--- src/tcc_pkg.sv ---
// Shared types and calibration constants for the touch coordinate conditioner.
`default_nettype none

package tcc_pkg;

    localparam int RAW_W  = 12;
    localparam int X_W    = 8;
    localparam int Y_W    = 9;
    localparam int DB_W   = 10;
    localparam int DIST_W = 10;

    localparam logic [RAW_W-1:0] X_SPLIT    = 12'd3000;
    localparam logic [RAW_W-1:0] X_OFS_LO   = 12'd3870;
    localparam logic [RAW_W-1:0] X_OFS_HI   = 12'd3800;
    localparam logic [RAW_W-1:0] Y_OFS      = 12'd360;

    // Reciprocals scaled by 2^16, exact for 12-bit dividends.
    localparam int               RECIP_SHIFT = 16;
    localparam int               PROD_W      = 25;
    localparam logic [12:0]      X_RECIP     = 13'd4370;
    localparam logic [12:0]      Y_RECIP     = 13'd5958;

    localparam logic [8:0]       X_LIMIT     = 9'd240;
    localparam logic [X_W-1:0]   X_MAX       = 8'd239;
    localparam logic [8:0]       Y_LIMIT     = 9'd320;
    localparam logic [Y_W-1:0]   Y_MAX       = 9'd319;

    localparam logic [DB_W-1:0]  DEADBAND_RST = 10'd5;

    typedef struct packed {
        logic             touch;
        logic [RAW_W-1:0] raw_x;
        logic [RAW_W-1:0] raw_y;
    } t_sample;

    typedef struct packed {
        logic           touch;
        logic [X_W-1:0] x;
        logic [Y_W-1:0] y;
    } t_cal;

    typedef struct packed {
        logic           pressed;
        logic           rejected;
        logic [X_W-1:0] pos_x;
        logic [Y_W-1:0] pos_y;
    } t_result;

endpackage

`default_nettype wire

--- src/tcc_calib.sv ---
// Raw reading to screen pixel calibration for X and Y.
`default_nettype none

module tcc_calib (
    input  wire tcc_pkg::t_sample i_sample,
    output tcc_pkg::t_cal         o_cal
);

    logic [tcc_pkg::RAW_W-1:0]  x_num;
    logic [tcc_pkg::RAW_W-1:0]  y_num;
    logic [tcc_pkg::PROD_W-1:0] x_prod;
    logic [tcc_pkg::PROD_W-1:0] y_prod;
    logic [8:0]                 x_q;
    logic [8:0]                 y_q;

    always_comb begin
        if (i_sample.raw_x <= tcc_pkg::X_SPLIT) begin
            x_num = tcc_pkg::X_OFS_LO - i_sample.raw_x;
        end else if (i_sample.raw_x < tcc_pkg::X_OFS_HI) begin
            x_num = tcc_pkg::X_OFS_HI - i_sample.raw_x;
        end else begin
            x_num = '0;
        end
        if (i_sample.raw_y > tcc_pkg::Y_OFS) begin
            y_num = i_sample.raw_y - tcc_pkg::Y_OFS;
        end else begin
            y_num = '0;
        end
    end

    assign x_prod = tcc_pkg::PROD_W'(x_num) * tcc_pkg::PROD_W'(tcc_pkg::X_RECIP);
    assign y_prod = tcc_pkg::PROD_W'(y_num) * tcc_pkg::PROD_W'(tcc_pkg::Y_RECIP);
    assign x_q    = x_prod[tcc_pkg::RECIP_SHIFT+8:tcc_pkg::RECIP_SHIFT];
    assign y_q    = y_prod[tcc_pkg::RECIP_SHIFT+8:tcc_pkg::RECIP_SHIFT];

    always_comb begin
        o_cal.touch = i_sample.touch;
        o_cal.x     = (x_q >= tcc_pkg::X_LIMIT) ? tcc_pkg::X_MAX : x_q[tcc_pkg::X_W-1:0];
        o_cal.y     = (y_q >= tcc_pkg::Y_LIMIT) ? tcc_pkg::Y_MAX : y_q;
    end

endmodule

`default_nettype wire

--- src/tcc_filter.sv ---
// Edge rejection, deadband filter and held position registers.
`default_nettype none

module tcc_filter (
    input  wire                          i_clk,
    input  wire                          i_rst_n,
    input  wire                          i_cfg_we,
    input  wire [tcc_pkg::DB_W-1:0]      i_cfg_data,
    input  wire                          i_load,
    input  wire tcc_pkg::t_cal           i_cal,
    output tcc_pkg::t_result             o_result
);

    logic [tcc_pkg::DB_W-1:0]   r_deadband;
    logic [tcc_pkg::X_W-1:0]    r_held_x;
    logic [tcc_pkg::Y_W-1:0]    r_held_y;
    logic [tcc_pkg::X_W-1:0]    n_held_x;
    logic [tcc_pkg::Y_W-1:0]    n_held_y;
    logic [tcc_pkg::X_W-1:0]    dx;
    logic [tcc_pkg::Y_W-1:0]    dy;
    logic [tcc_pkg::DIST_W-1:0] manhattan;
    logic                       edge_hit;
    logic                       move;

    assign dx   = (i_cal.x > r_held_x) ? i_cal.x - r_held_x : r_held_x - i_cal.x;
    assign dy   = (i_cal.y > r_held_y) ? i_cal.y - r_held_y : r_held_y - i_cal.y;
    assign manhattan = tcc_pkg::DIST_W'(dx) + tcc_pkg::DIST_W'(dy);

    assign edge_hit = (i_cal.x == '0) || (i_cal.x == tcc_pkg::X_MAX)
                   || (i_cal.y == '0) || (i_cal.y == tcc_pkg::Y_MAX);
    assign move     = i_cal.touch && !edge_hit && (manhattan > r_deadband);

    assign n_held_x = move ? i_cal.x : r_held_x;
    assign n_held_y = move ? i_cal.y : r_held_y;

    always_comb begin
        o_result.pressed  = i_cal.touch;
        o_result.rejected = i_cal.touch && edge_hit;
        o_result.pos_x    = n_held_x;
        o_result.pos_y    = n_held_y;
    end

    always_ff @(posedge i_clk) begin
        if (!i_rst_n) begin
            r_deadband <= tcc_pkg::DEADBAND_RST;
            r_held_x   <= '0;
            r_held_y   <= '0;
        end else begin
            if (i_cfg_we) begin
                r_deadband <= i_cfg_data;
            end
            if (i_load) begin
                r_held_x <= n_held_x;
                r_held_y <= n_held_y;
            end
        end
    end

endmodule

`default_nettype wire

--- src/touch_coordinate_conditioner.sv ---
// Top level: two-stage touch sample conditioning pipeline.
//
//  channel | direction | handshake               | payload
//  in      | input     | i_in_valid/o_in_stall   | i_touch_detected i_raw_x i_raw_y
//  out     | output    | o_out_valid/i_out_stall | o_pressed o_rejected o_pos_x o_pos_y
//  cfg     | input     | i_cfg_valid/o_cfg_ready | i_cfg_data (deadband)
//
// One sample per clock while i_out_stall is low; o_out_valid is the result register valid.
// Stages: input register, then calibration and filter in one pass into the result register.
// Held position updates when a sample moves into the result register and passes the filter.
// Synchronous active-low reset empties the pipe, sets deadband 5 and held position 0.
// i_out_stall backs up each full stage; o_in_stall rises only when both stages are full.
`default_nettype none

module touch_coordinate_conditioner (
    input  wire                         i_clk,
    input  wire                         i_rst_n,
    input  wire                         i_in_valid,
    output logic                        o_in_stall,
    input  wire                         i_touch_detected,
    input  wire [tcc_pkg::RAW_W-1:0]    i_raw_x,
    input  wire [tcc_pkg::RAW_W-1:0]    i_raw_y,
    output logic                        o_out_valid,
    input  wire                         i_out_stall,
    output logic                        o_pressed,
    output logic                        o_rejected,
    output logic [tcc_pkg::X_W-1:0]     o_pos_x,
    output logic [tcc_pkg::Y_W-1:0]     o_pos_y,
    input  wire                         i_cfg_valid,
    output logic                        o_cfg_ready,
    input  wire [tcc_pkg::DB_W-1:0]     i_cfg_data
);

    logic             r_v1;
    logic             r_v2;
    tcc_pkg::t_sample r_s1;
    tcc_pkg::t_result r_res;
    tcc_pkg::t_cal    cal;
    tcc_pkg::t_result res;
    logic             en1;
    logic             en2;

    assign en2 = !r_v2 || !i_out_stall;
    assign en1 = !r_v1 || en2;

    assign o_in_stall  = !en1;
    assign o_cfg_ready = 1'b1;

    tcc_calib u_calib (
        .i_sample (r_s1),
        .o_cal    (cal)
    );

    tcc_filter u_filter (
        .i_clk      (i_clk),
        .i_rst_n    (i_rst_n),
        .i_cfg_we   (i_cfg_valid && o_cfg_ready),
        .i_cfg_data (i_cfg_data),
        .i_load     (en2 && r_v1),
        .i_cal      (cal),
        .o_result   (res)
    );

    always_ff @(posedge i_clk) begin
        if (!i_rst_n) begin
            r_v1 <= 1'b0;
            r_v2 <= 1'b0;
        end else begin
            if (en1) begin
                r_v1 <= i_in_valid;
            end
            if (en2) begin
                r_v2 <= r_v1;
            end
        end
    end

    always_ff @(posedge i_clk) begin
        if (en1 && i_in_valid) begin
            r_s1.touch <= i_touch_detected;
            r_s1.raw_x <= i_raw_x;
            r_s1.raw_y <= i_raw_y;
        end
        if (en2 && r_v1) begin
            r_res <= res;
        end
    end

    assign o_out_valid = r_v2;
    assign o_pressed   = r_res.pressed;
    assign o_rejected  = r_res.rejected;
    assign o_pos_x     = r_res.pos_x;
    assign o_pos_y     = r_res.pos_y;

    a_stall_full: assert property (@(posedge i_clk) disable iff (!i_rst_n)
        o_in_stall |-> (r_v1 && r_v2 && i_out_stall))
        else $error("input stalled with an empty stage");

    a_pos_range: assert property (@(posedge i_clk) disable iff (!i_rst_n)
        o_out_valid |-> (o_pos_x <= tcc_pkg::X_MAX && o_pos_y <= tcc_pkg::Y_MAX))
        else $error("held position out of screen range");

    a_rej_pressed: assert property (@(posedge i_clk) disable iff (!i_rst_n)
        (o_out_valid && o_rejected) |-> o_pressed)
        else $error("rejected transaction without touch");

    a_rej_hold: assert property (@(posedge i_clk) disable iff (!i_rst_n)
        (en2 && r_v1 && r_v2 && res.rejected) |=>
        (o_pos_x == $past(r_res.pos_x) && o_pos_y == $past(r_res.pos_y)))
        else $error("rejected sample moved the held position");

endmodule

`default_nettype wire
--- config.mk ---
export PLATFORM = sky130hd
export DESIGN_NAME = touch_coordinate_conditioner
export DESIGN_NICKNAME = d
export VERILOG_FILES = /design/src/tcc_pkg.sv /design/src/tcc_calib.sv /design/src/tcc_filter.sv /design/src/touch_coordinate_conditioner.sv
export SDC_FILE = /design/constraint.sdc
export NUM_CORES = 1
export LEC_CHECK = 0
export BUFFER_PORTS_ARGS = -buffer_cell sky130_fd_sc_hd__buf_2
export CORE_MARGIN = 1.5
export CORE_UTILIZATION = 65
export CTS_CLUSTER_SIZE = 12
export DETAILED_ROUTE_END_ITERATION = 16
export PLACE_DENSITY = 0.89
export SLEW_MARGIN = 10
export SYNTH_ARGS = -nofsm -noshare
export SYNTH_HDL_FRONTEND = slang
export SYNTH_SLANG_ARGS = --single-unit
--- constraint.sdc ---
create_clock -name i_clk -period 16.8 [get_ports i_clk]
set_clock_uncertainty 0.1 [all_clocks]
set_input_delay 4.2 -clock i_clk [delete_from_list [all_inputs] [get_ports i_clk]]
set_output_delay 4.2 -clock i_clk [all_outputs]
set_load 0.05 [all_outputs]
==> run summary, run 1 <==
Final Wtd Congestion: 0.938
Vias: 8373
Post-Synth Adder-Cell Area: 34.2%
Core area: 15200 sq um
Clk_lat worst skew: 0.35 ns
Synth Area per Inst: 8.97 sq um
Mux contribution to synthesized area: 4.55%
Critical path class: flip-flop to flip-flop
IO buf count: 60
Setup Viol. Count Final: 0
Met2 WL: 11300 microns
RSZ-0062 raised after global routing: false
Worst slew pin tran: 1.21 ns
Simple-Gate Fraction of Synth Area: 12.4%
Yosys warning count: 0
Post-cts resize count: 0
Via-to-Cell Ratio: 6.12
CP max stage cell: o31ai_2
Post-synth top cells: ha_1 (199), inv_1 (183), nor2_1 (70), nand2_1 (59), a21oi_1 (58)
Final Max Tran Viols: 0
Buf/Inv on CP: 4
Hpwl dp: 19000 microns
Initial antenna violation count: 0
Seq. cell area: 1900 sq um
Clock Tree Buf Depth: 2
Post-CTS Setup Inserts: 0
Die Span Y: 128 microns
Total track usage: 29.0%
Status: complete, no violations
Worst path top cell family by delay: compound AO/OA/AOI/OAI gates
CTS tree: yes
First-pass iteration count of the detailed router: 5
Post-route minimum period: 13.96 ns
Met3 wire length: 1300 microns
# IOs: 62
CTS sink count: 73
EDFF count, synth: 44
Die Wd: 128 microns
FMAX: 71.6 MHz
Area share of the largest cell type after synthesis: 24.5%
Area contributors post-synth: ha_1 (25%), edfxtp_1 (13%), fa_1 (9.7%)
Setup crit end kind: flip-flop
Cts bufs inserted: 9
Initial cell density of the core: 66.8%
Xor-xnor portion of the synthesized cell area: 4.83%
Synth cell types: 84
Root Buffer: clkbuf_16
Post-CTS Hold Fix Bufs: 0
Clk slew on worst S/H paths: 0.06 ns
Drt initial violations: 469
Area delta synth->final: 6.69%
Syn nets: 1420
Combinational family with the most area after synthesis: adder cells
Mapped Cells: 1132
Nets@finish: 1464
DRC violations left: 0
Async SR Flop Fraction: 0%
WL met1: 9450 microns
Top FF cell, synth: edfxtp_1
Maxcap violations: 0
Vias in the first global route: 8385
Post-DRT Antenna Nets: 0
Critical path's largest stage delay: 0.97 ns
Hold Path Class: flip-flop to flip-flop
Global-route wire length before repair: 37900 microns
Die Area: 16400 sq um
Largest net degree at the start of global routing: 26
Sequential fraction of the synthesis area: 18.7%
WL final: 23000 microns
Multi-input logic area: 7380 sq um
Dominant cell type by area after synthesis: ha_1
Crit path DAT: 14.04 ns
Share of post-route cells with drive strength above 1: 9.23%
Most numerous cell on the critical path: ha_1
Max_slew headroom: 19.1%
Fillers: 1101
Yosys reg bits: 73
Crit-path max FO: 15
Startpoint class of the critical path: flip-flop
N_diodes: 0
Final setup TNS: 0 ns
Synthesized area: 10100 sq um
WL/cell: 16.8 microns
Max layer used: met4
Placement Rows: 45
Fin crit share: 83.1%
H-Tree Depth: 3
Congestion Overflow GR: 0
Worst path required time: 16.88 ns
Synth Area in Compound Gates: 16.6%
Hold Vio Cnt, Final: 0
Count leader, synth: ha_1
## sequential cells by signal, indices dropped and copies added (netlist names)
register             flops
u_filter.r_held_y        9
u_filter.r_held_x        8
o_pressed                1
o_pos_x                  8
u_filter.r_deadband     10
r_v1                     1
o_rejected               1
r_s1                    25
o_pos_y                  9
o_out_valid              1
## routing by layer
layer | vias up | global-route usage (%)
li1 | 4066 | -
met1 | 3909 | 33.9
met2 | 323 | 51.5
met3 | 75 | 4.92
met4 | 0 | 14.1
met5 | - | 0
## placed cells by master (no fill, tap or decap), drive strengths merged, types with 6 or more instances in the layout
master	n
nand4	17
xnor2	35
fa	49
and2	8
nor3	13
a31oi	16
nor2	70
o21a	8
o211ai	10
nand2	60
o22ai	6
o21bai	7
inv	186
nand2b	9
nand3	19
a2111oi	6
edfxtp	44
o21ai	49
a211oi	28
a21o	24
clkbuf	10
buf	62
dfxtp	29
xor2	21
nor4	8
mux2	9
ha	199
a21oi	58
nor2b	16
mux2i	36
## worst register-to-register path, delay by kind of cell, from the launching register on
| family | cells | cell delay, ns |
|---|---|---|
| DFF | 1 | 0.45 |
| xor gates and xnor gates | 2 | 0.73 |
| buffers and inverters | 4 | 0.22 |
| and+or+nand+nor | 13 | 3.22 |
| AOI/OAI and AO/OA | 17 | 5.17 |
| muxes | 1 | 0.30 |
| adders and majority gates | 9 | 3.62 |
## stage by stage
step	hold WS, ns	worst slack (ns)	std cells	utilization [%]	instance area (sq um)
floorplan	0.336	5.67	1132	-	10100
global placement	0.355	3.10	1353	69.2	10500
detailed placement	0.371	2.64	1353	69.2	10500
CTS	0.382	2.61	1369	71.2	10800
global route	0.393	1.95	1369	71.2	10800
finish	0.379	2.84	1369	71.2	10800
## kinds of logic (layout without fill, tap and decap cells)
group	after synthesis	in the layout
fa+ha+maj	248	248
xor+xnor	56	56
compound gates	250	250
other cells	1	1
buf+inv	213	262
simple gates	246	246
mux	45	45
flops	73	73
## worst paths after layout
| kind | slack, ns | endpoint | from | depth (start not counted) |
|---|---|---|---|---|
| setup / recovery | 2.84 | u_filter.r_held_y[2] | r_s1[9] | 46 |
| hold / removal | 0.38 | o_out_valid | r_v1 | 2 |
| setup reg to reg | 2.84 | u_filter.r_held_y[2] | r_s1[9] | 46 |
| hold reg to reg | 0.38 | o_out_valid | r_v1 | 2 |
## area by class of cell
cell class / instances / area share (%)
multi-input cells: 846 / 68.2
clock buffers: 10 / 2.21
repair buffers: 62 / 2.91
well taps: 188 / 2.17
flip-flops and latches: 73 / 17.6
inverters: 184 / 6.38
clock inverters: 6 / 0.589
Power of run 1 is not shown: default switching activity piles up to over one toggle a cycle in this logic, so the estimate is an artifact.
==> inputs of run 2 (changes only) <==
--- a/config.mk
+++ b/config.mk
@@ -5,12 +5,13 @@
 export SDC_FILE = /design/constraint.sdc
 export NUM_CORES = 1
 export LEC_CHECK = 0
+export ABC_AREA = 1
 export BUFFER_PORTS_ARGS = -buffer_cell sky130_fd_sc_hd__buf_2
 export CORE_MARGIN = 1.5
-export CORE_UTILIZATION = 65
+export CORE_UTILIZATION = 64
 export CTS_CLUSTER_SIZE = 12
 export DETAILED_ROUTE_END_ITERATION = 16
-export PLACE_DENSITY = 0.89
+export PLACE_DENSITY = 0.88
 export SLEW_MARGIN = 10
 export SYNTH_ARGS = -nofsm -noshare
 export SYNTH_HDL_FRONTEND = slang
==> constraint.sdc (replaced) <==
create_clock -name i_clk -period 13.17 [get_ports i_clk]
set_clock_uncertainty 0.1 [all_clocks]
set_input_delay 3.2925 -clock i_clk [delete_from_list [all_inputs] [get_ports i_clk]]
set_output_delay 3.2925 -clock i_clk [all_outputs]
set_load 0.05 [all_outputs]
==> run 2 against run 1 <==
  * Hold slack got worse by 0.014 ns
  * Setup slack worse by 1.6 ns
  * Critical endpoint is now o_pos_y[2]
  * Largest cell class unchanged
  * First-iteration DRC count up 73%
  * Global-route usage rose by 1.7 points
  * Design area rose by 1.5%
  * Flip-flop and latch count unchanged
  * Wire length up 4.9%
  * Non-clock buffer count unchanged
  * Sequential share of layout area shrank 0.25 points
  * Core utilization grew 0.25 points
==> run summary, run 2 <==
Yosys reg bits: 73 (unchanged)
Area delta synth->final: 8.15%
Setup Viol. Count Final: 0 (unchanged)
Area share of the largest cell type after synthesis: 24.5% (about the same)
Yosys warning count: 0 (unchanged)
Most common cell after layout, fill and taps aside: inv_1
CTS sink count: 73 (unchanged)
CTS tree: yes
Top flop regs: r_s1 (25), u_filter.r_deadband (10)
Worst slew pin tran: 1.10 ns (-0.104 ns)
Sequential fraction of the synthesis area: 18.7% (about the same)
Die Wd: 129 microns (+0.81%)
Syn nets: 1606 (+13%)
Crit path DAT: 11.91 ns (-2.13 ns)
Root Buffer: clkbuf_16
Area contributors post-synth: ha_1 (25%), edfxtp_1 (13%), inv_1 (10%)
Post-CTS Hold Fix Bufs: 0 (unchanged)
Hpwl dp: 19000 microns (about the same)
Share of post-route cells with drive strength above 1: 10.3% (+1.0 points)
Fillers: 1186 (+7.7%)
Critical path's largest stage delay: 0.55 ns (-0.42 ns)
Initial cell density of the core: 66.1% (-0.67 points)
H-Tree Depth: 3 (unchanged)
# IOs: 62 (unchanged)
Total track usage: 30.7% (+1.7 points)
Max_slew headroom: 26.5% (+7.4 points)
Vias in the first global route: 8904 (+6.2%)
Vias: 9074 (+8.4%)
Startpoint class of the critical path: flip-flop
Most numerous cell on the critical path: nand2_1
Top FF cell, synth: edfxtp_1
IO buf count: 60 (unchanged)
Fin crit share: 90.4% (+7.3 points)
Met3 wire length: 1520 microns (+17%)
Final Wtd Congestion: 0.927 (-1.2%)
Die Span Y: 129 microns (+0.81%)
First-pass iteration count of the detailed router: 6 (+1)
Congestion Overflow GR: 0 (unchanged)
Post-cts resize count: 0 (unchanged)
Crit-path max FO: 18 (+3)
Post-CTS Setup Inserts: 0 (unchanged)
WL final: 24100 microns (+4.9%)
Final Max Tran Viols: 0 (unchanged)
WL/cell: 15.1 microns (-9.9%)
Worst path required time: 13.18 ns (-3.70 ns)
Hold Vio Cnt, Final: 0 (unchanged)
DRC violations left: 0 (unchanged)
Mapped Cells: 1318 (+16%)
Max layer used: met4
Post-DRT Antenna Nets: 0 (unchanged)
RSZ-0062 raised after global routing: false
Core area: 15400 sq um (+1.1%)
Initial antenna violation count: 0 (unchanged)
Most frequent cells in the layout: inv_1 (275), nand2_1 (236), ha_1 (199), a21oi_1 (105), nor2_1 (71)
Post-synth top cells: inv_1 (275), nand2_1 (236), ha_1 (199), a21oi_1 (105), nor2_1 (72)
Dominant cell type by area after synthesis: ha_1
Final setup TNS: 0 ns (unchanged)
Largest net degree at the start of global routing: 39 (+50%)
Final hold slack: 0.365 ns (-0.0137 ns)
Setup crit end kind: flip-flop
Placement Rows: 45 (unchanged)
Global-route wire length before repair: 40800 microns (+7.7%)
Number of flip-flops in the largest register: 25 (unchanged)
Largest reg by FF count: r_s1
Count leader, synth: inv_1
Clk_lat worst skew: 0.36 ns (about the same)
Met2 WL: 11300 microns (+0.25%)
Maxcap violations: 0 (unchanged)
Cts bufs inserted: 9 (unchanged)
Synthesized area: 10200 sq um (about the same)
Clock Tree Buf Depth: 2 (unchanged)
N_diodes: 0 (unchanged)
Clk slew on worst S/H paths: 0.07 ns (about the same)
EDFF count, synth: 44 (unchanged)
Synth Area per Inst: 7.71 sq um (-14%)
Via-to-Cell Ratio: 5.70 (-6.9%)
Die Area: 16600 sq um (+1.6%)
Drt initial violations: 813 (+73%)
FMAX: 84.0 MHz (+17%)
Post-route minimum period: 11.90 ns (-2.06 ns)
Critical path class: flip-flop to flip-flop
Nets@finish: 1665 (+14%)
Status: complete, no violations
WL met1: 10500 microns (+11%)
Hold Path Class: flip-flop to flip-flop
CP max stage cell: fa_1
Synth cell types: 55 (-35%)
Async SR Flop Fraction: 0% (unchanged)
==> run 2: changes by cell type after synthesis, sizes merged, moves of 24 or more <==
cell	before	now
nand2	60	258
inv	184	285
a21oi	58	106
nand3	19	63
mux2i	36	2
a211oi	28	2
xnor2	35	11
==> run 2: area by class of cell <==
cell class                 count  area (sq um)  share of cell area [%]
clock buffer                  12           300                    2.73
clock inverter                 4          35.0                   0.319
multi-input combinational    944          7090                    64.6
sequential                    73          1900                    17.3
tap                          211           264                    2.40
timing repair buffer          62           315                    2.87
inverter                     287          1080                    9.80
==> run 2: kinds of logic (layout without fill, tap and decap cells) <==
kind of cell / after synthesis / count (layout) / share of synthesized area [%]
AOI/OAI and AO/OA: 201 / 201 / 10.9
muxes: 2 / 2 / 0.197
adders and majority gates: 248 / 248 / 34.2
DFF: 73 / 73 / 18.7
buffers and inverters: 301 / 365 / 11.5
other: 1 / 1 / 0.0369
xor gates and xnor gates: 40 / 40 / 3.63
and+or+nand+nor: 452 / 452 / 20.9
==> run 2: metrics by stage <==
stage          setup slack, ns  cell area (sq um)  utilization [%]  cells
2_1_floorplan             3.01              10200                -   1318
3_3_place_gp              2.35              10700             69.3   1577
3_5_place_dp              1.87              10700             69.3   1577
4_1_cts                   1.60              11000             71.5   1593
5_1_grt                  0.470              11000             71.5   1593
6_report                  1.27              11000             71.5   1593
==> run 2: worst max-delay path: cells and delay by family (launching register included) <==
| kind | cells | cell delay (ns) |
|---|---|---|
| buf+inv | 13 | 1.33 |
| compound gates | 10 | 1.80 |
| xor+xnor | 3 | 0.59 |
| flops | 1 | 0.37 |
| simple gates | 27 | 3.74 |
| fa+ha+maj | 9 | 3.66 |
==> run 2: per-layer routing <==
| layer | track usage [%] | vias to the layer above |
|---|---|---|
| met5 | 0 | - |
| met4 | 11.2 | 0 |
| met3 | 4.74 | 81 |
| met2 | 51.9 | 374 |
| met1 | 40.0 | 4212 |
| li1 | - | 4407 |
==> run 2: worst paths after layout <==
path	end	slack, ns	startpoint	depth (start not counted)
worst min-delay path	u_filter.r_deadband[3]	0.37	u_filter.r_deadband[3]	2
worst max register to register	o_pos_y[2]	1.27	r_s1[4]	62
worst max-delay path	o_pos_y[2]	1.27	r_s1[4]	62
worst min register to register	u_filter.r_deadband[3]	0.37	u_filter.r_deadband[3]	2
Power of run 2 is left out for the same reason.
